==> src/rtl/icsp_pkg.sv <==
package icsp_pkg;

  localparam int NUM_STRIPS  = 8;
  localparam int STRIP_SEL_W = 3;
  localparam int ORDER_W     = NUM_STRIPS * STRIP_SEL_W;
  localparam int CFG_DATA_W  = ORDER_W;

  // identity order: entry s holds s
  localparam logic [ORDER_W-1:0] ORDER_RESET = 24'hFAC688;

  typedef enum logic {
    MODE_SCRAMBLE   = 1'b0,
    MODE_UNSCRAMBLE = 1'b1
  } mode_t;

  typedef enum logic {
    REG_MODE  = 1'b0,
    REG_ORDER = 1'b1
  } cfg_reg_t;

  typedef struct packed {
    mode_t              mode;
    logic [ORDER_W-1:0] order;
  } cfg_t;

  // read issued to the line store, aligned with its registered data
  typedef struct packed {
    logic valid;
    logic row_end;
  } rd_tag_t;

  function automatic logic [STRIP_SEL_W-1:0] strip_target(
    input logic [ORDER_W-1:0]     order,
    input logic [STRIP_SEL_W-1:0] s
  );
    logic [STRIP_SEL_W-1:0] t;
    t = '0;
    for (int i = 0; i < NUM_STRIPS; i++) begin
      if (s == STRIP_SEL_W'(i)) begin
        t = order[STRIP_SEL_W*i +: STRIP_SEL_W];
      end
    end
    return t;
  endfunction

endpackage

==> src/rtl/icsp_front.sv <==
module icsp_front
  import icsp_pkg::*;
#(
  parameter int LINE_WIDTH = 512,
  parameter int PIXEL_BITS = 32,
  localparam int AW        = $clog2(2 * LINE_WIDTH)
) (
  input  logic                  clk,
  input  logic                  rst,
  input  logic                  accept,
  input  logic [PIXEL_BITS-1:0] pixel,
  input  logic                  drain,
  input  cfg_t                  cfg,
  output logic                  wr_en,
  output logic [AW-1:0]         wr_addr,
  output logic [PIXEL_BITS-1:0] wr_data,
  output logic                  rd_en,
  output logic [AW-1:0]         rd_addr,
  output rd_tag_t               tag
);

  localparam int STRIP       = LINE_WIDTH / NUM_STRIPS;
  localparam int MAPPED_COLS = NUM_STRIPS * STRIP;
  localparam int COL_W       = $clog2(LINE_WIDTH);
  localparam int OFF_W       = $clog2(STRIP);

  logic [COL_W-1:0]       wr_col, wr_col_next, rd_col, rd_col_next;
  logic [OFF_W-1:0]       wr_off, wr_off_next, rd_off, rd_off_next;
  logic [STRIP_SEL_W-1:0] wr_strip, wr_strip_next, rd_strip, rd_strip_next;
  logic                   bank, bank_next;
  logic                   row_ready, row_ready_next;

  logic             wr_last, rd_last, wr_tail, rd_tail;
  logic [COL_W-1:0] wr_map, rd_map;

  assign wr_last = wr_col == COL_W'(LINE_WIDTH - 1);
  assign rd_last = rd_col == COL_W'(LINE_WIDTH - 1);
  // columns past the last full strip pass straight through
  assign wr_tail = {1'b0, wr_col} >= (COL_W+1)'(MAPPED_COLS);
  assign rd_tail = {1'b0, rd_col} >= (COL_W+1)'(MAPPED_COLS);

  assign wr_map = (cfg.mode == MODE_UNSCRAMBLE && !wr_tail)
                ? COL_W'(STRIP * int'(strip_target(cfg.order, wr_strip)) + int'(wr_off))
                : wr_col;
  assign rd_map = (cfg.mode == MODE_SCRAMBLE && !rd_tail)
                ? COL_W'(STRIP * int'(strip_target(cfg.order, rd_strip)) + int'(rd_off))
                : rd_col;

  assign rd_en   = accept && row_ready;
  assign rd_addr = bank ? AW'(rd_map) : AW'(rd_map) + AW'(LINE_WIDTH);
  assign wr_en   = accept && !drain;
  assign wr_addr = bank ? AW'(wr_map) + AW'(LINE_WIDTH) : AW'(wr_map);
  assign wr_data = pixel;

  always_comb begin
    wr_col_next    = wr_col;
    wr_off_next    = wr_off;
    wr_strip_next  = wr_strip;
    rd_col_next    = rd_col;
    rd_off_next    = rd_off;
    rd_strip_next  = rd_strip;
    bank_next      = bank;
    row_ready_next = row_ready;

    if (rd_en) begin
      if (rd_last) begin
        rd_col_next    = '0;
        rd_off_next    = '0;
        rd_strip_next  = '0;
        row_ready_next = 1'b0;
      end else begin
        rd_col_next = rd_col + 1'b1;
        if (rd_off == OFF_W'(STRIP - 1)) begin
          rd_off_next   = '0;
          rd_strip_next = rd_strip + 1'b1;
        end else begin
          rd_off_next = rd_off + 1'b1;
        end
      end
    end

    if (wr_en) begin
      if (wr_last) begin
        wr_col_next    = '0;
        wr_off_next    = '0;
        wr_strip_next  = '0;
        bank_next      = ~bank;
        row_ready_next = 1'b1;
        rd_col_next    = '0;
        rd_off_next    = '0;
        rd_strip_next  = '0;
      end else begin
        wr_col_next = wr_col + 1'b1;
        if (wr_off == OFF_W'(STRIP - 1)) begin
          wr_off_next   = '0;
          wr_strip_next = wr_strip + 1'b1;
        end else begin
          wr_off_next = wr_off + 1'b1;
        end
      end
    end
  end

  always_ff @(posedge clk) begin
    if (rst) begin
      wr_col    <= '0;
      wr_off    <= '0;
      wr_strip  <= '0;
      rd_col    <= '0;
      rd_off    <= '0;
      rd_strip  <= '0;
      bank      <= 1'b0;
      row_ready <= 1'b0;
      tag       <= '0;
    end else begin
      wr_col    <= wr_col_next;
      wr_off    <= wr_off_next;
      wr_strip  <= wr_strip_next;
      rd_col    <= rd_col_next;
      rd_off    <= rd_off_next;
      rd_strip  <= rd_strip_next;
      bank      <= bank_next;
      row_ready <= row_ready_next;
      tag       <= '{valid: rd_en, row_end: rd_last};
    end
  end

endmodule

==> config.mk <==
export PLATFORM = sky130hd
export DESIGN_NAME = icsp_front
export DESIGN_NICKNAME = d
export VERILOG_FILES = /design/src/rtl/icsp_pkg.sv /design/src/rtl/icsp_front.sv
export SDC_FILE = /design/constraint.sdc
export NUM_CORES = 1
export LEC_CHECK = 0
export CAP_MARGIN = 20
export CORE_UTILIZATION = 40
export CTS_BUF_LIST = sky130_fd_sc_hd__clkbuf_8
export DETAILED_ROUTE_END_ITERATION = 7
export DONT_BUFFER_PORTS = 1
export GPL_TIMING_DRIVEN = 0
export MAX_ROUTING_LAYER = met4
export SETUP_SLACK_MARGIN = 0.5
export SLEW_MARGIN = 20
export SYNTH_ARGS = -nofsm -noshare
export SYNTH_HDL_FRONTEND = slang
export SYNTH_SLANG_ARGS = --single-unit
==> constraint.sdc <==
create_clock -name clk -period 3.1 [get_ports clk]
set_clock_uncertainty 0.1 [all_clocks]
set_input_delay 0.155 -clock clk [delete_from_list [all_inputs] [get_ports clk]]
set_output_delay 0.155 -clock clk [all_outputs]
set_load 0.03 [all_outputs]
Yosys cells after proc, flatten, opt, wreduce, memory -nomap -nowiden. Cells that the tools add are included.

Register bits: 40. Output and inout port bits: 56. Word-level logic and storage cells: 90.

$add $sub $neg: 10. Equality and inequality tests: 18. Multiplexer cells: 43. Bitwise gates (word level): 1. Reductions and logical operators: 8.

Operators by type and width (count): $mux W3 (23); $mux W9 (7); $mux W6 (7); $eq A3 B3 Y1 const B (8); $add A9 B10 Y10 const B (2); $mux W10 (2); $add A9 B1 Y9 const B (2); $add A9 B6 Y9 (2); $eq A9 B9 Y1 const B (2); $add A6 B1 Y6 const B (2); $eq A3 B2 Y1 const B (4); $eq A6 B6 Y1 const B (2); $add A3 B1 Y3 const B (2); $eq A3 B1 Y1 const B (2); $logic_not A3 Y1 (2); $mux W1 (4); $reduce_and A2 Y1 (2); $logic_and A1 B1 Y1 (2); $reduce_bool A2 Y1 (1); $logic_not A1 Y1 (1); $not A1 Y1 (1).

Depth between registers and ports, before layout.
Word-level depth: 13. Mapped depth: 9. Depth with buffers taken out: 7.

Worst setup path before layout. OpenSTA, ideal clock, no wires.

Path kind: register -> output. From: register rd_strip[2]. To: output port rd_addr[7]. Arrival: 2.141 ns. Required time: 2.845 ns. Setup slack: 0.704 ns. Cell stages (with the launch flop): 8. Cell sequence: dfxtp_1 > clkbuf_1 > inv_1 > ha_1 > nor2b_1 > o31ai_1 > a311oi_1 > o31ai_1.

Word-level cells in the longest chain between the ends: 13. Elaborated cells between the ends (all ways): 20. Classes of those cells: 2 x add/sub; 7 x eq/ne; 10 x mux; 1 x reduce/logical.

Ends and longest elaborated chain: start: declaration (RTL line icsp_front.sv:29) `logic [STRIP_SEL_W-1:0] wr_strip, wr_strip_next, rd_strip, rd_strip_next;`; start signal: assignment (RTL line icsp_front.sv:121) `rd_strip <= rd_strip_next;`; $logic_not A3 Y1 (RTL line icsp_pkg.sv:39) `if (s == STRIP_SEL_W'(i)) begin`; $mux W3 (7 in a row) (RTL line icsp_pkg.sv:39); $mux W3 (*) (RTL line icsp_pkg.sv:39); $add A9 B6 Y9 (*) (RTL line icsp_front.sv:46) `? COL_W'(STRIP * int'(strip_target(cfg.order, rd_strip)) + int'(rd_off))`; $mux W9 (*) (RTL line icsp_front.sv:46); $add A9 B10 Y10 (RTL line icsp_front.sv:50) `assign rd_addr = bank ? AW'(rd_map) : AW'(rd_map) + AW'(LINE_WIDTH);`; $mux W10 (*) (RTL line icsp_front.sv:50); end: declaration (RTL line icsp_front.sv:18) `output logic [AW-1:0] rd_addr,`.

Every way passes the cells marked *; elsewhere a longest branch is shown, timed or not.

Worst setup path after layout.
From: register rd_strip[2]. To: output port rd_addr[8].

Same word-level chain as after synthesis.

==> impl_results.md <==
- Largest net degree at the start of global routing: 13
- Ys flop type: dfxtp_1
- P_leak: 0.00131 uW
- Critical Path RT: 2.84 ns
- Crit-path leading delay family: compound AO/OA/AOI/OAI gates
- Clock-pin slew on the worst setup and hold paths: 0.08 ns
- Min-Delay Path Class: in -> reg
- Grt ovf: 0
- Critical path arrival: 2.22 ns
- Yosys cell types: 45
- CP max-delay cell: a31oi_4
- Warnings from Yosys: 0
- # setup viols final: 0
- Flop pwr share: 44.0%
- Vias in the first global route: 2,197
- Maximum buffer depth of the clock tree: 2
- N_diodes: 0
- Finished Cell Area: 0.00325 sq mm
- Routability cong.: 0.876
- Post-Syn Area: 0.00291 sq mm
- Critical Path Fanout Max: 9
- P&R area growth vs syn: 11.6%
- TritonCTS clock tree: built
- DP Area: 0.00303 sq mm
- Clk_lat worst skew: 0.29 ns
- Via count: 2,502
- IO Pins: 117
- Syn Inst Count: 367
- Root Buffer: clkbuf_8
- Max_slew headroom: 56.5%
- CP max stage delay: 0.35 ns
- # DRC: 0
- Int Power: 889 uW
- CTS Buf Count: 5
- Max Cap Viol: 0
- Vias per cell: 5.31
- Detailed Routing Iterations Pass 1: 4
- Mean Syn Cell Area: 7.93 sq um
- Final hold violations: 0
- DR WL/cell: 14.5 um
- Setup CP Type: reg -> out
- CP cell instances: clkbuf_4 -> inv_1 -> ha_1 -> or2_2 -> a221oi_1 -> o22ai_1 -> a31oi_4
- Core area: 0.00691 sq mm
- Share of layout cells above drive strength 1: 21.1%
- DP HPWL: 5270 um
- Power per cell area: 364 mW/mm^2
- Fillers: 719
- Worst-margin pin slew: 0.648 ns
- Asr flop ratio synth: 0%
- Status: finished clean
- Psw: 293 uW
- Antenna Violating Nets Remaining: 0
- Final min period: 2.48 ns
- Detailed Route WL: 6850 um
- H-tree depth: 2
- First-pass GRT wire length: 10,800 um
- GRT Total Usage: 18.5%
- Post-Place Setup Slack: 0.364 ns
- Slew Limit Fails: 0
- RSZ-0062 raised after global routing: no
- F_max: 403 MHz
- Bufs and invs on worst path: 2
- Clock share of power: 42.1%
- Worst Setup End Kind: primary output
- Rows: 30
- Switching power share of the total: 24.8%
- CP Launch Type: flop
- Clock Sink Count: 40
- Post-synth EDFFs: 0
- Starting density of the core: 42.1%
- VDD IR max: 0.331 mV
- Combinational group share of total power: 13.9%
- Util after Layout: 47.0%
- Synth Net Count: 446
- Die area: 0.00762 sq mm
- Multi-input gate area: 0.00179 sq mm
- Count of input and output buffers: 0
- Fin crit share: 80.0%
- Initial antenna violation count: 0
- Final Net Count: 454
- DRT iter0 DRCs: 108
- Final WS setup: 0.620 ns
- Seq cells post-synth: 40
- Sequential fraction of the synthesis area: 27.5%
- Reg area: 802 sq um
- Setup_tns: 0 ns
- Die Ht: 87.3 um
- Chip width: 87.3 um
[per-stage QoR]
stage               power [uW]  hold WS, ns  std cells
floorplan                  672        0.244        367
global placement           688        0.283        463
detailed placement         688        0.265        463
CTS                       1200       0.0206        471
global route              1230       0.0441        471
finish                    1180       0.0224        471
[cell usage after synthesis (all sizes together) (9+ instances only)]
cell type	number	share of area, %
ha	18	7.7
nor2b	9	1.9
xor2	16	4.8
inv	14	1.8
a21oi	25	4.4
nand2	43	5.6
nand3	14	2.4
nor2	33	4.3
dfxtp	40	28
nand4	11	3.4
buf	41	10
mux2	12	4.6
o21ai	13	2.2
[cells by family after synthesis]
group	synth area share [%]
xor gates and xnor gates	6.92
adders and majority gates	7.74
and+or+nand+nor	26.2
DFF	27.5
AOI/OAI and AO/OA	13.6
buffers and inverters	13.3
muxes	4.65
[layer usage]
| layer | part of all wire [%] | global-route usage, % | vias up |
|---|---|---|---|
| li1 | - | - | 1258 |
| met1 | 44 | 24.1 | 1135 |
| met2 | 46 | 28.7 | 103 |
| met3 | 9.4 | 4.36 | 6 |
| met4 | 1.1 | 4.92 | 0 |
| met5 | 0 | - | - |
[what timing repair did]
action                     4_1_cts  5_1_grt
setup buffers                    0        0
pin swaps                        0        4
hold buffers                     1        0
setup endpoints to repair        6        5
gates resized for setup         11       11
hold endpoints to repair         1        0
gates cloned                     0        0
[sequential cells by signal (all words and copies together) (netlist names)]
name,flops
rd_off,6
wr_col,9
row_ready,1
tag,2
bank,1
rd_col,9
wr_strip,3
wr_off,6
rd_strip,3
[path summary, 6_finish.rpt]
kind / depth (start not counted) / from / endpoint / slack [ns]
min: 2 / accept / tag[1] / 0.02
max: 7 / rd_strip[2] / rd_addr[8] / 0.62
max reg2reg: 9 / wr_col[0] / wr_col[4] / 1.03
min reg2reg: 2 / rd_col[8] / rd_col[8] / 0.38
[power by group through the flow]
| stage | combinational, uW | sequential [uW] | clock (uW) |
|---|---|---|---|
| CTS | 163 | 520 | 512 |
| finish | 164 | 520 | 498 |
| detailed placement | 155 | 533 | 0 |
| floorplan | 140 | 532 | 0 |
| global route | 176 | 521 | 531 |
| global placement | 155 | 532 | 0 |
[layout make-up]
class                      count  area share, %
buffer                        48           10.1
clock buffer                   5           2.12
clock inverter                 2           1.85
inverter                      16           2.04
multi-input combinational    263           55.1
sequential                    40           24.7
tap                           96           3.70
timing repair buffer           1          0.308
[cells in the final DEF (no fill, tap or decap), types with 3 or more instances in the layout]
master     n
nand3b_1   7
xor2_1    16
o211ai_1   4
o21ai_0   11
buf_2      5
inv_1     14
a21oi_1   24
nor3b_1    6
buf_4     34
a31oi_4    3
ha_1      18
nor2b_1    9
nand4_1    9
xnor2_1    7
nand2_1   42
clkbuf_2   3
and3_1     5
clkbuf_1   3
or3_1      4
clkbuf_8   5
a221oi_1   4
nor3_1     4
dfxtp_1   39
nor2_1    33
mux2_2    12
nand3_1   14
Note: power is estimated with default switching activity, not from simulation.
