==> src/rtl/icsp_pkg.sv <==
package icsp_pkg;

  localparam int NUM_STRIPS  = 8;
  localparam int STRIP_SEL_W = 3;
  localparam int ORDER_W     = NUM_STRIPS * STRIP_SEL_W;
  localparam int CFG_DATA_W  = ORDER_W;

  // identity order: entry s holds s
  localparam logic [ORDER_W-1:0] ORDER_RESET = 24'hFAC688;

  typedef enum logic {
    MODE_SCRAMBLE   = 1'b0,
    MODE_UNSCRAMBLE = 1'b1
  } mode_t;

  typedef enum logic {
    REG_MODE  = 1'b0,
    REG_ORDER = 1'b1
  } cfg_reg_t;

  typedef struct packed {
    mode_t              mode;
    logic [ORDER_W-1:0] order;
  } cfg_t;

  // read issued to the line store, aligned with its registered data
  typedef struct packed {
    logic valid;
    logic row_end;
  } rd_tag_t;

  function automatic logic [STRIP_SEL_W-1:0] strip_target(
    input logic [ORDER_W-1:0]     order,
    input logic [STRIP_SEL_W-1:0] s
  );
    logic [STRIP_SEL_W-1:0] t;
    t = '0;
    for (int i = 0; i < NUM_STRIPS; i++) begin
      if (s == STRIP_SEL_W'(i)) begin
        t = order[STRIP_SEL_W*i +: STRIP_SEL_W];
      end
    end
    return t;
  endfunction

endpackage

==> src/rtl/icsp_back.sv <==
module icsp_back
  import icsp_pkg::*;
#(
  parameter int PIXEL_BITS = 32
) (
  input  logic                  clk,
  input  logic                  rst,
  input  rd_tag_t               tag,
  input  logic [PIXEL_BITS-1:0] rd_data,
  output logic                  full,
  output logic                  result_valid,
  input  logic                  result_stall,
  output logic [PIXEL_BITS-1:0] out_pixel,
  output logic                  row_end
);

  localparam int DEPTH = 4;
  localparam int PTR_W = $clog2(DEPTH);
  localparam int CNT_W = $clog2(DEPTH + 2);

  typedef struct packed {
    logic [PIXEL_BITS-1:0] pixel;
    logic                  row_end;
  } entry_t;

  entry_t           buf_q [DEPTH];
  logic [PTR_W-1:0] wr_ptr, rd_ptr;
  logic [CNT_W-1:0] count, occupancy;
  logic             push, pop;

  assign push = tag.valid;
  assign pop  = result_valid && !result_stall;

  // reads already in flight hold a slot
  assign occupancy = count + CNT_W'(tag.valid);
  assign full      = occupancy >= CNT_W'(DEPTH);

  assign result_valid = count != '0;
  assign out_pixel    = buf_q[rd_ptr].pixel;
  assign row_end      = buf_q[rd_ptr].row_end;

  always_ff @(posedge clk) begin
    if (push) begin
      buf_q[wr_ptr] <= '{pixel: rd_data, row_end: tag.row_end};
    end
  end

  always_ff @(posedge clk) begin
    if (rst) begin
      wr_ptr <= '0;
      rd_ptr <= '0;
      count  <= '0;
    end else begin
      if (push) begin
        wr_ptr <= wr_ptr + 1'b1;
      end
      if (pop) begin
        rd_ptr <= rd_ptr + 1'b1;
      end
      count <= count + CNT_W'(push) - CNT_W'(pop);
    end
  end

endmodule

==> config.mk <==
export PLATFORM = sky130hd
export DESIGN_NAME = icsp_back
export DESIGN_NICKNAME = d
export VERILOG_FILES = /design/src/rtl/icsp_pkg.sv /design/src/rtl/icsp_back.sv
export SDC_FILE = /design/constraint.sdc
export NUM_CORES = 1
export LEC_CHECK = 0
export BUFFER_PORTS_ARGS = -buffer_cell sky130_fd_sc_hd__buf_2
export CAP_MARGIN = 20
export CORE_ASPECT_RATIO = 0.7
export CORE_MARGIN = 2
export CORE_UTILIZATION = 56
export DETAILED_ROUTE_END_ITERATION = 10
export PLACE_DENSITY = 0.81
export SKIP_CTS_REPAIR_TIMING = 1
export SYNTH_ARGS = -nofsm -noshare
export SYNTH_HDL_FRONTEND = slang
export SYNTH_SLANG_ARGS = --single-unit
==> constraint.sdc <==
create_clock -name clk -period 2.2 [get_ports clk]
set_clock_uncertainty 0.05 [all_clocks]
set_input_delay 0.33 -clock clk [delete_from_list [all_inputs] [get_ports clk]]
set_output_delay 0.33 -clock clk [all_outputs]
set_load 0.02 [all_outputs]
---- After elaboration in Yosys (flattened, before gate mapping) ----
Memories as Yosys holds them, arrays and structs flattened. A register that Yosys moved wholly into a read port is not among the register bits.
Cells that the tools add are included.
W data, S select, Z words.
storage, ports and cells
  register bits ........................... 7
  RAM bits ................................ 132
  input bits .............................. 37
  output and inout port bits .............. 35
  word-level logic and storage cells ...... 16
  memories kept ........................... 1
memory list
  name   words  width  rd ports  clocked after memory_dff  wr ports  line             text
  buf_q  4      33     1         1                         1         icsp_back.sv:26  entry_t buf_q [DEPTH];
operators by class
  add/subtract/negate cells ............... 4
  magnitude comparators ................... 1
  mux-type cells .......................... 4
  reductions and logical operators ........ 3
operators with widths
  kind                   count
  $add A2 B1 Y2 const B  2
  $mux W2                2
  $add A3 B1 Y3          1
  $ge A3 B3 Y1 const B   1
  $reduce_bool A3 Y1     1
  $sub A3 B1 Y3          1
  $mux W1                2
  $logic_and A1 B1 Y1    1
  $logic_not A1 Y1       1

---- Longest topological paths before layout ----
Gate-level depths: netlist of the first run.
  word-level depth ........................ 4
  depth in mapped cells ................... 6
  depth with buffers taken out ............ 6

---- Least setup slack after synthesis of the first run ----
No wires, ideal clock.
  path type ............................... reg-to-reg
  from .................................... register wr_ptr[0]
  to ...................................... memory buf_q[2][0] (netlist bit) (enable)
  setup time .............................. 0.393 ns
  arrival ................................. 1.354 ns
  data required time ...................... 1.757 ns
  slack ................................... 0.403 ns
  cell stages (with the launch flop) ...... 4
  path through ............................ dfxtp_1 > inv_1 > ha_1 > and2_1
RTL lines
  element                   line             text
  start: declaration        icsp_back.sv:27  logic [PTR_W-1:0] wr_ptr, rd_ptr;
  start signal: assignment  icsp_back.sv:55  wr_ptr <= wr_ptr + 1'b1;
  end: declaration          icsp_back.sv:26
Straight into the memory's write port.

==> results.py, run 1 <==
metrics = {
    "layout": {
        "final_util": 0.694,
        "syn_to_final_growth_pct": 20.2,
        "nNetsFinal": 353,
        "antennaDiodeCount": 0,
        "n_fill_cell": 579,
        "drive_above_1_share": 0.442,
    },
    "yosys": {
        "synthFlopType": "edfxtp_1",
        "synth_common_cells": "132 x edfxtp_1, 30 x mux4_2, 9 x dfxtp_1",
        "synthMostInstantiatedCell": "edfxtp_1",
        "synth_area_leaders": "edfxtp_1 75%, mux4_2 13%, dfxtp_1 3.4%, ha_1 1.9%, mux4_1 1.5%",
        "synth_edf_count": 132,
        "syn-cell-area_mm2": 0.00526,
        "synth.avg_cell_area_um2": 24.0,
        "synth-simple-area-share": 0.0155,
        "synthXorXnorAreaFrac": 0.00500,
        "synth_top_family_by_area": "multiplexers",
        "synth_compound_area_frac": 0.00286,
        "seq_area_frac_synth": 0.789,
        "yosysWarnings": 0,
        "synthCells": 219,
        "synth_top_area_frac": 0.754,
        "yosysTopAreaCell": "edfxtp_1",
        "synth_adder_area_share": 0.0190,
        "synthMuxAreaShare": 0.148,
        "ys_seq_elements": 141,
        "synth.distinct_cells": 22,
        "syn-num-nets": 264,
        "async_reset_ff_frac": 0,
    },
    "grt": {
        "antenna_found_initial": 0,
        "grt_use_total": 0.185,
        "grt_overflow": 0,
        "grt_pass1_wl_um": 13400,
        "grt_pass1_vias": 2511,
        "grt_max_degree": 34,
    },
    "sta": {
        "slew_headroom": 0.404,
        "setup_violations": 0,
        "timing.final.max_slew_violations": 0,
        "setup_tns_ns": 0,
        "max_freq_mhz": 471,
        "tightestPinTransition_ns": 0.895,
        "fin_crit_sh": 0.964,
        "min_period_ns": 2.12,
        "hold_violations": 0,
        "rsz0062_at_grt": "no",
    },
    "setup_path": {
        "worstSetupPathType": "reg2out",
        "timing.critical_path.buf_inv": 2,
        "arrival_ns": 1.74,
        "worstPathMaxFanout": 14,
        "cp_data_required_time_ns": 1.82,
        "cpLargestDelayFamily": "multiplexers",
        "r2r_setup_slack_ns": 0.42,
        "cp.depth": 3,
        "cp-start-kind": "flop",
        "crit_path_top_delay_cell": "mux4_2",
        "end_kind": "output pin",
        "critPathMaxStageDelay_ns": 0.57,
        "path_cells": "buf_8 -> mux4_2 -> buf_2",
        "reg2regPathDepth": 3,
        "reg2reg_from": "wr_ptr[1]",
    },
    "die": {
        "die_area_mm2": 0.0102,
        "start_util": 0.577,
        "rows": 29,
        "ios": 72,
        "core_mm2": 0.00911,
        "die_w_um": 120,
        "die-height_um": 85.1,
    },
    "placement": {
        "gp_congestion": 0.686,
        "dpl.hpwl_um": 5400,
        "io_buffers": 71,
    },
    "flow_run": {
        "cap_violations": 0,
    },
    "power_and_ir_drop": {
        "leakage_uw": 0.00220,
        "power_density_mw_per_mm2": 1140,
        "vdd_ir_drop_max_uv": 815,
    },
    "cts": {
        "root_buffer": "clkbuf_16",
        "clock_path_buffers": 2,
        "cts.sinks": 141,
        "cts_buffers": 17,
        "clock_latency_ns": 0.40,
        "htree_levels": 4,
        "clk_pin_slew_ns": 0.05,
        "cts_tree": "yes",
    },
    "min_path": {
        "min-delay-start": "rd_data[25]",
        "whs_path_depth": 1,
        "holdCritPathClass": "in2reg",
    },
    "route": {
        "firstDrtPassIters": 4,
        "drt_wl_total_um": 8640,
        "wire_per_inst_um": 19.4,
        "drc": 0,
        "ant_nets": 0,
        "viasPerCell": 5.45,
        "drt_iter0_drc": 236,
        "vias": 2425,
    },
    "status": {
        "status": "finished, final reports clean",
    },
}
## placed cells by master, fill, tap and decap left out, drive strengths merged
cell and instances:
nor2 7, edfxtp 132, or3 1, mux4 33, dfxtp 9, bufinv 2, inv 5, buf 79
xor2 1, clkinv 8, and2 4, a21oi 2, clkinvlp 4, ha 8, clkbuf 18, nor3b 1
xnor2 2, nor2b 1, mux2 1, mux2i 1, o21ai 1, nor3 1
## kinds of logic (layout without fill, tap and decap cells)
family | after synthesis | in the layout
adders and majority gates | 8 | 8
xor gates and xnor gates | 3 | 3
and+or+nand+nor | 15 | 15
DFF | 141 | 141
muxes | 35 | 35
buffers and inverters | 14 | 116
AOI/OAI and AO/OA | 3 | 3
## sequential cells by signal, summed over array words and instances (netlist names), named ones only
signal	flops
buf_q	132
count	3
rd_ptr	2
wr_ptr	2
## path summary, 6_finish.rpt
check / end
worst min register to register: flop
worst max-delay path: out_pixel[12]
worst max register to register: buf_q[0][3]
worst min-delay path: buf_q[3][26]
## metal layers
metal,vias to the layer above,GRT usage,share of wire
met3,10,0.0645,0.053
li1,1088,-,-
met1,1252,0.254,0.45
met2,75,0.281,0.48
met4,0,0.0706,0.011
met5,-,0,0
## per-stage QoR
step / setup WS (ns) / hold slack [ns] / power, uW / cells / area, um2
6_report: 0.0789 / 0.0905 / 7230 / 445 / 6320
5_1_grt: 0.00702 / 0.0722 / 7530 / 445 / 6320
4_1_cts: -0.0458 / 0.0687 / 7290 / 445 / 6310
3_5_place_dp: 0.394 / 0.497 / 4660 / 413 / 5750
3_3_place_gp: 0.399 / 0.456 / 4630 / 413 / 5750
2_1_floorplan: 0.403 / 0.379 / 4300 / 219 / 5260
## cell type report
cell class	count	area [um2]	share of cell area
Clock inverter	14	128	0.0202
Timing Repair Buffer	79	435	0.0689
Inverter	5	18.8	0.00297
Tap cell	124	155	0.0246
Sequential cell	141	4150	0.656
Clock buffer	18	429	0.0679
Multi-Input combinational cell	64	1000	0.159
## power by group
group          leakage [uW]  switching (uW)  internal (uW)
registers           0.00129            62.4           3110
logic              0.000658             795            634
clock network      0.000259             983           1640
(Power assumes the default switching activity.)
==> run 2, diff against run 1 <==
Settings changed: ABC_AREA set to 1, CORE_UTILIZATION 56 to 57, PLACE_DENSITY 0.81 to 0.82.
==> results.py, run 2 <==
metrics = {
    "yosys": {
        "synth_common_cells": "132 x edfxtp_1, 75 x nor2_1, 50 x o21ai_0",
        "syn-cell-area_mm2": 0.00539,
        "syn-num-nets": 424,
        "synth_top_area_frac": 0.735,
        "yosysTopAreaCell": "edfxtp_1",
        "yosysWarnings": 0,
        "synth.avg_cell_area_um2": 14.2,
        "synth.distinct_cells": 20,
        "ys_seq_elements": 141,
        "synthCells": 379,
        "synthFlopType": "edfxtp_1",
        "synthMostInstantiatedCell": "edfxtp_1",
        "async_reset_ff_frac": 0,
        "synth_area_leaders": "edfxtp_1 74%, nor2_1 5.2%, o21ai_0 4.6%, o22ai_1 3.8%, dfxtp_1 3.3%",
        "seq_area_frac_synth": 0.769,
        "synth_edf_count": 132,
    },
    "placement": {
        "dp.cells": 566,
        "placed_area_mm2": 0.00588,
        "io_buffers": 71,
        "gp_congestion": 0.724,
        "dpl.hpwl_um": 6040,
    },
    "layout": {
        "final_common_cell": "edfxtp_1",
        "final_cell_mix": "132 x edfxtp_1, 75 x nor2_1, 71 x buf_2",
        "final_util": 0.702,
        "drive_above_1_share": 0.233,
        "syn_to_final_growth_pct": 19.1,
        "design_area_mm2": 0.00642,
        "antennaDiodeCount": 0,
        "largest_reg_flops": 132,
        "stdcell_count": 596,
        "reg_top3": "buf_q: 132 flops, count: 3 flops",
        "n_fill_cell": 633,
        "nNetsFinal": 506,
        "regMostFlops": "buf_q",
    },
    "route": {
        "drt_wl_total_um": 10600,
        "ant_nets": 0,
        "drt_iter0_drc": 274,
        "met1_length_um": 4500,
        "viasPerCell": 5.55,
        "top_layer": "met4",
        "wire_per_inst_um": 17.7,
        "firstDrtPassIters": 4,
        "wl_met2_um": 5070,
        "wl_met3_um": 780,
        "drc": 0,
        "vias": 3308,
    },
    "sta": {
        "setup_violations": 0,
        "min_period_ns": 2.09,
        "fin_crit_sh": 0.948,
        "hold_violations": 0,
        "max_freq_mhz": 479,
        "rsz0062_at_grt": "no",
        "timing.final.max_slew_violations": 0,
        "tightestPinTransition_ns": 0.512,
        "slew_headroom": 0.659,
        "setup_tns_ns": 0,
    },
    "die": {
        "die_w_um": 120,
        "die_area_mm2": 0.0103,
        "rows": 29,
        "die-height_um": 85.4,
        "start_util": 0.589,
        "ios": 72,
        "core_mm2": 0.00914,
    },
    "cts": {
        "clock_latency_ns": 0.41,
        "root_buffer": "clkbuf_16",
        "clock_path_buffers": 2,
        "cts.sinks": 141,
        "cts_tree": "yes",
        "clk_pin_slew_ns": 0.05,
        "htree_levels": 4,
        "cts_buffers": 17,
    },
    "grt": {
        "grt_pass1_wl_um": 16600,
        "grt_overflow": 0,
        "grt_pass1_vias": 3326,
        "antenna_found_initial": 0,
        "grt_max_degree": 53,
        "grt_use_total": 0.223,
    },
    "power_and_ir_drop": {
        "pwr-share-clk": 0.353,
        "p_int_uw": 5260,
        "power_density_mw_per_mm2": 1160,
        "leakage_uw": 0.00237,
        "p_comb_frac": 0.224,
        "vdd_ir_drop_max_uv": 792,
        "p_seq_frac": 0.423,
        "p_sw_uw": 2180,
        "switching_share": 0.293,
    },
    "setup_path": {
        "cp_data_required_time_ns": 1.82,
        "worstPathMaxFanout": 21,
        "worstSetupPathType": "reg2out",
        "end_kind": "output pin",
        "arrival_ns": 1.71,
        "cp-start-kind": "flop",
    },
    "status": {
        "status": "finished, final reports clean",
    },
    "min_path": {
        "holdCritPathClass": "in2reg",
    },
    "flow_run": {
        "cap_violations": 0,
    },
}
==> run 2: logic make-up (layout without fill, tap and decap cells) <==
logic type,count (synthesis),count (layout),synth area share
buf+inv,35,128,0.0420
flops,141,141,0.769
fa+ha+maj,8,8,0.0186
compound gates,106,106,0.107
simple gates,88,88,0.0622
xor+xnor,1,1,0.00163
==> run 2: power by group through the flow <==
stage	Combinational [uW]	Clock [uW]	Sequential [uW]
after global placement	1620	0	3190
after detailed placement	1660	0	3200
after floorplan	1190	0	3190
final	1670	2620	3150
after global routing	1840	2770	3160
after CTS	1680	2650	3150
==> run 2: final timing paths <==
kind	cells after the start	slack [ns]	to	from
max	4	0.11	out_pixel[17]	flop
min	2	0.04	count[1]	rst
max reg2reg	5	0.63	buf_q[2][6]	wr_ptr[0]
min reg2reg	2	0.45	rd_ptr[0]	rd_ptr[0]
==> run 2: metrics by stage <==
step,power [uW],setup slack (ns),hold slack [ns]
2_1_floorplan,4380,0.521,0.347
3_3_place_gp,4810,0.588,0.413
4_1_cts,7480,0.127,0.0267
3_5_place_dp,4860,0.570,0.444
5_1_grt,7770,0.0522,0.0373
6_report,7440,0.114,0.0435
==> run 2: layer usage <==
layer	up-vias	global-route usage
li1	1563	-
met1	1598	0.277
met2	120	0.355
met3	27	0.0847
met4	0	0.0962
met5	-	0
==> run 2: cell type report <==
cell class                      count  area [um2]  share of cell area
Tap cell                          124         155              0.0242
Clock buffer                       20         437              0.0680
Clock inverter                     10         100              0.0156
Inverter                           15        56.3             0.00877
Sequential cell                   141        4150               0.646
Multi-Input combinational cell    203        1020               0.159
Timing Repair Buffer               83         508              0.0791
==> run 2: worst max-delay path: stages, from the launching register on <==
cell and delay [ns]:
dfxtp_2 0.39, buf_4 0.26, o21ai_0 0.18, o22ai_1 0.24, buf_2 0.22
==> run 3, diff against run 2 <==
Settings changed: ABC_CLOCK_PERIOD_IN_PS set to 2700, CORE_UTILIZATION 57 to 61, PLACE_DENSITY 0.82 to 0.87.
Clock period 2.2 ns to 2.7 ns, I/O delays scaled along.
==> results.py, run 3 (same netlist as run 2, synthesis figures left out) <==
metrics = {
    "cts": {
        "cts.sinks": 141,
        "clock_path_buffers": 2,
        "root_buffer": "clkbuf_16",
        "cts_buffers": 17,
        "clk_pin_slew_ns": 0.05,
        "cts_tree": "yes",
        "clock_latency_ns": 0.41,
        "htree_levels": 4,
    },
    "sta": {
        "hold_violations": 0,
        "tightestPinTransition_ns": 0.711,
        "min_period_ns": 2.38,
        "setup_tns_ns": 0,
        "timing.final.max_slew_violations": 0,
        "fin_crit_sh": 0.882,
        "slew_headroom": 0.526,
        "setup_violations": 0,
        "max_freq_mhz": 420,
        "rsz0062_at_grt": "no",
    },
    "route": {
        "wl_met2_um": 5150,
        "wl_met3_um": 761,
        "drc": 0,
        "wire_per_inst_um": 17.7,
        "drt_iter0_drc": 289,
        "met1_length_um": 4350,
        "drt_wl_total_um": 10500,
        "ant_nets": 0,
        "vias": 3299,
        "firstDrtPassIters": 5,
        "viasPerCell": 5.56,
        "top_layer": "met4",
    },
    "placement": {
        "placed_area_mm2": 0.00583,
        "gp_congestion": 0.776,
        "io_buffers": 71,
        "dpl.hpwl_um": 5990,
        "dp.cells": 560,
    },
    "grt": {
        "grt_overflow": 0,
        "grt_use_total": 0.233,
        "antenna_found_initial": 1,
        "grt_pass1_vias": 3259,
        "grt_max_degree": 37,
        "grt_pass1_wl_um": 15900,
    },
    "layout": {
        "nNetsFinal": 504,
        "n_fill_cell": 512,
        "reg_top3": "buf_q: 132 flops, count: 3 flops",
        "multi_input_area_mm2": 0.00102,
        "drive_above_1_share": 0.239,
        "final_cell_mix": "132 x edfxtp_1, 75 x nor2_1, 71 x buf_2",
        "final_common_cell": "edfxtp_1",
        "regArea_mm2": 0.00415,
        "regMostFlops": "buf_q",
        "stdcell_count": 593,
        "largest_reg_flops": 132,
        "syn_to_final_growth_pct": 19.8,
        "design_area_mm2": 0.00646,
    },
    "die": {
        "core_mm2": 0.00851,
        "die_area_mm2": 0.00962,
        "ios": 72,
        "die_w_um": 116,
        "die-height_um": 82.6,
        "rows": 28,
        "start_util": 0.633,
    },
    "min_path": {
        "holdCritPathClass": "in2reg",
    },
    "power_and_ir_drop": {
        "power_density_mw_per_mm2": 984,
        "vdd_ir_drop_max_uv": 688,
        "leakage_uw": 0.00239,
    },
    "setup_path": {
        "cp-start-kind": "flop",
        "arrival_ns": 1.93,
        "worstSetupPathType": "reg2out",
        "cp_data_required_time_ns": 2.25,
        "end_kind": "output pin",
        "worstPathMaxFanout": 30,
    },
    "status": {
        "status": "finished, final reports clean",
    },
    "flow_run": {
        "cap_violations": 0,
    },
}
-- run 3: final timing paths --
path	depth (start not counted)	to	startpoint	slack [ns]
min	2	count[0]	rst	0.12
max reg2reg	5	buf_q[1][4]	wr_ptr[1]	0.83
min reg2reg	2	flop	rd_ptr[0]	0.45
max	4	row_end	flop	0.32
-- run 3: power by group --
group | leakage [uW] | internal (uW) | switching, uW | total [uW]
Sequential | 0.00129 | 2520 | 67.5 | 2590
Combinational | 0.000806 | 413 | 898 | 1310
Clock | 0.000300 | 1620 | 835 | 2460
Total | 0.00239 | 4550 | 1800 | 6350
-- run 3: area by class of cell --
class                      instances  share of cell area
tap                              120              0.0233
sequential                       141               0.642
clock inverter                    14              0.0308
clock buffer                      18              0.0665
inverter                          15             0.00872
multi-input combinational        203               0.158
antenna                            1            0.000388
timing repair buffer              81              0.0705
-- run 3: metal layers --
metal,up-vias,track usage
met3,19,0.0832
met2,129,0.382
met5,-,0
met1,1589,0.277
met4,0,0.117
li1,1562,-
-- run 3: critical path: stages (launching register included) --
cell	delay [ns]
dfxtp_2	0.51
buf_4	0.37
o21ai_0	0.18
o22ai_1	0.23
buf_2	0.21
-- run 3: through the flow --
stage	worst slack [ns]	total power [uW]	hold WS, ns	util
2_1_floorplan	1.02	3570	0.398	-
3_3_place_gp	0.844	3890	0.416	0.684
3_5_place_dp	0.783	3930	0.438	0.684
4_1_cts	0.305	6370	0.109	0.758
5_1_grt	0.207	6580	0.128	0.758
6_report	0.318	6350	0.125	0.759
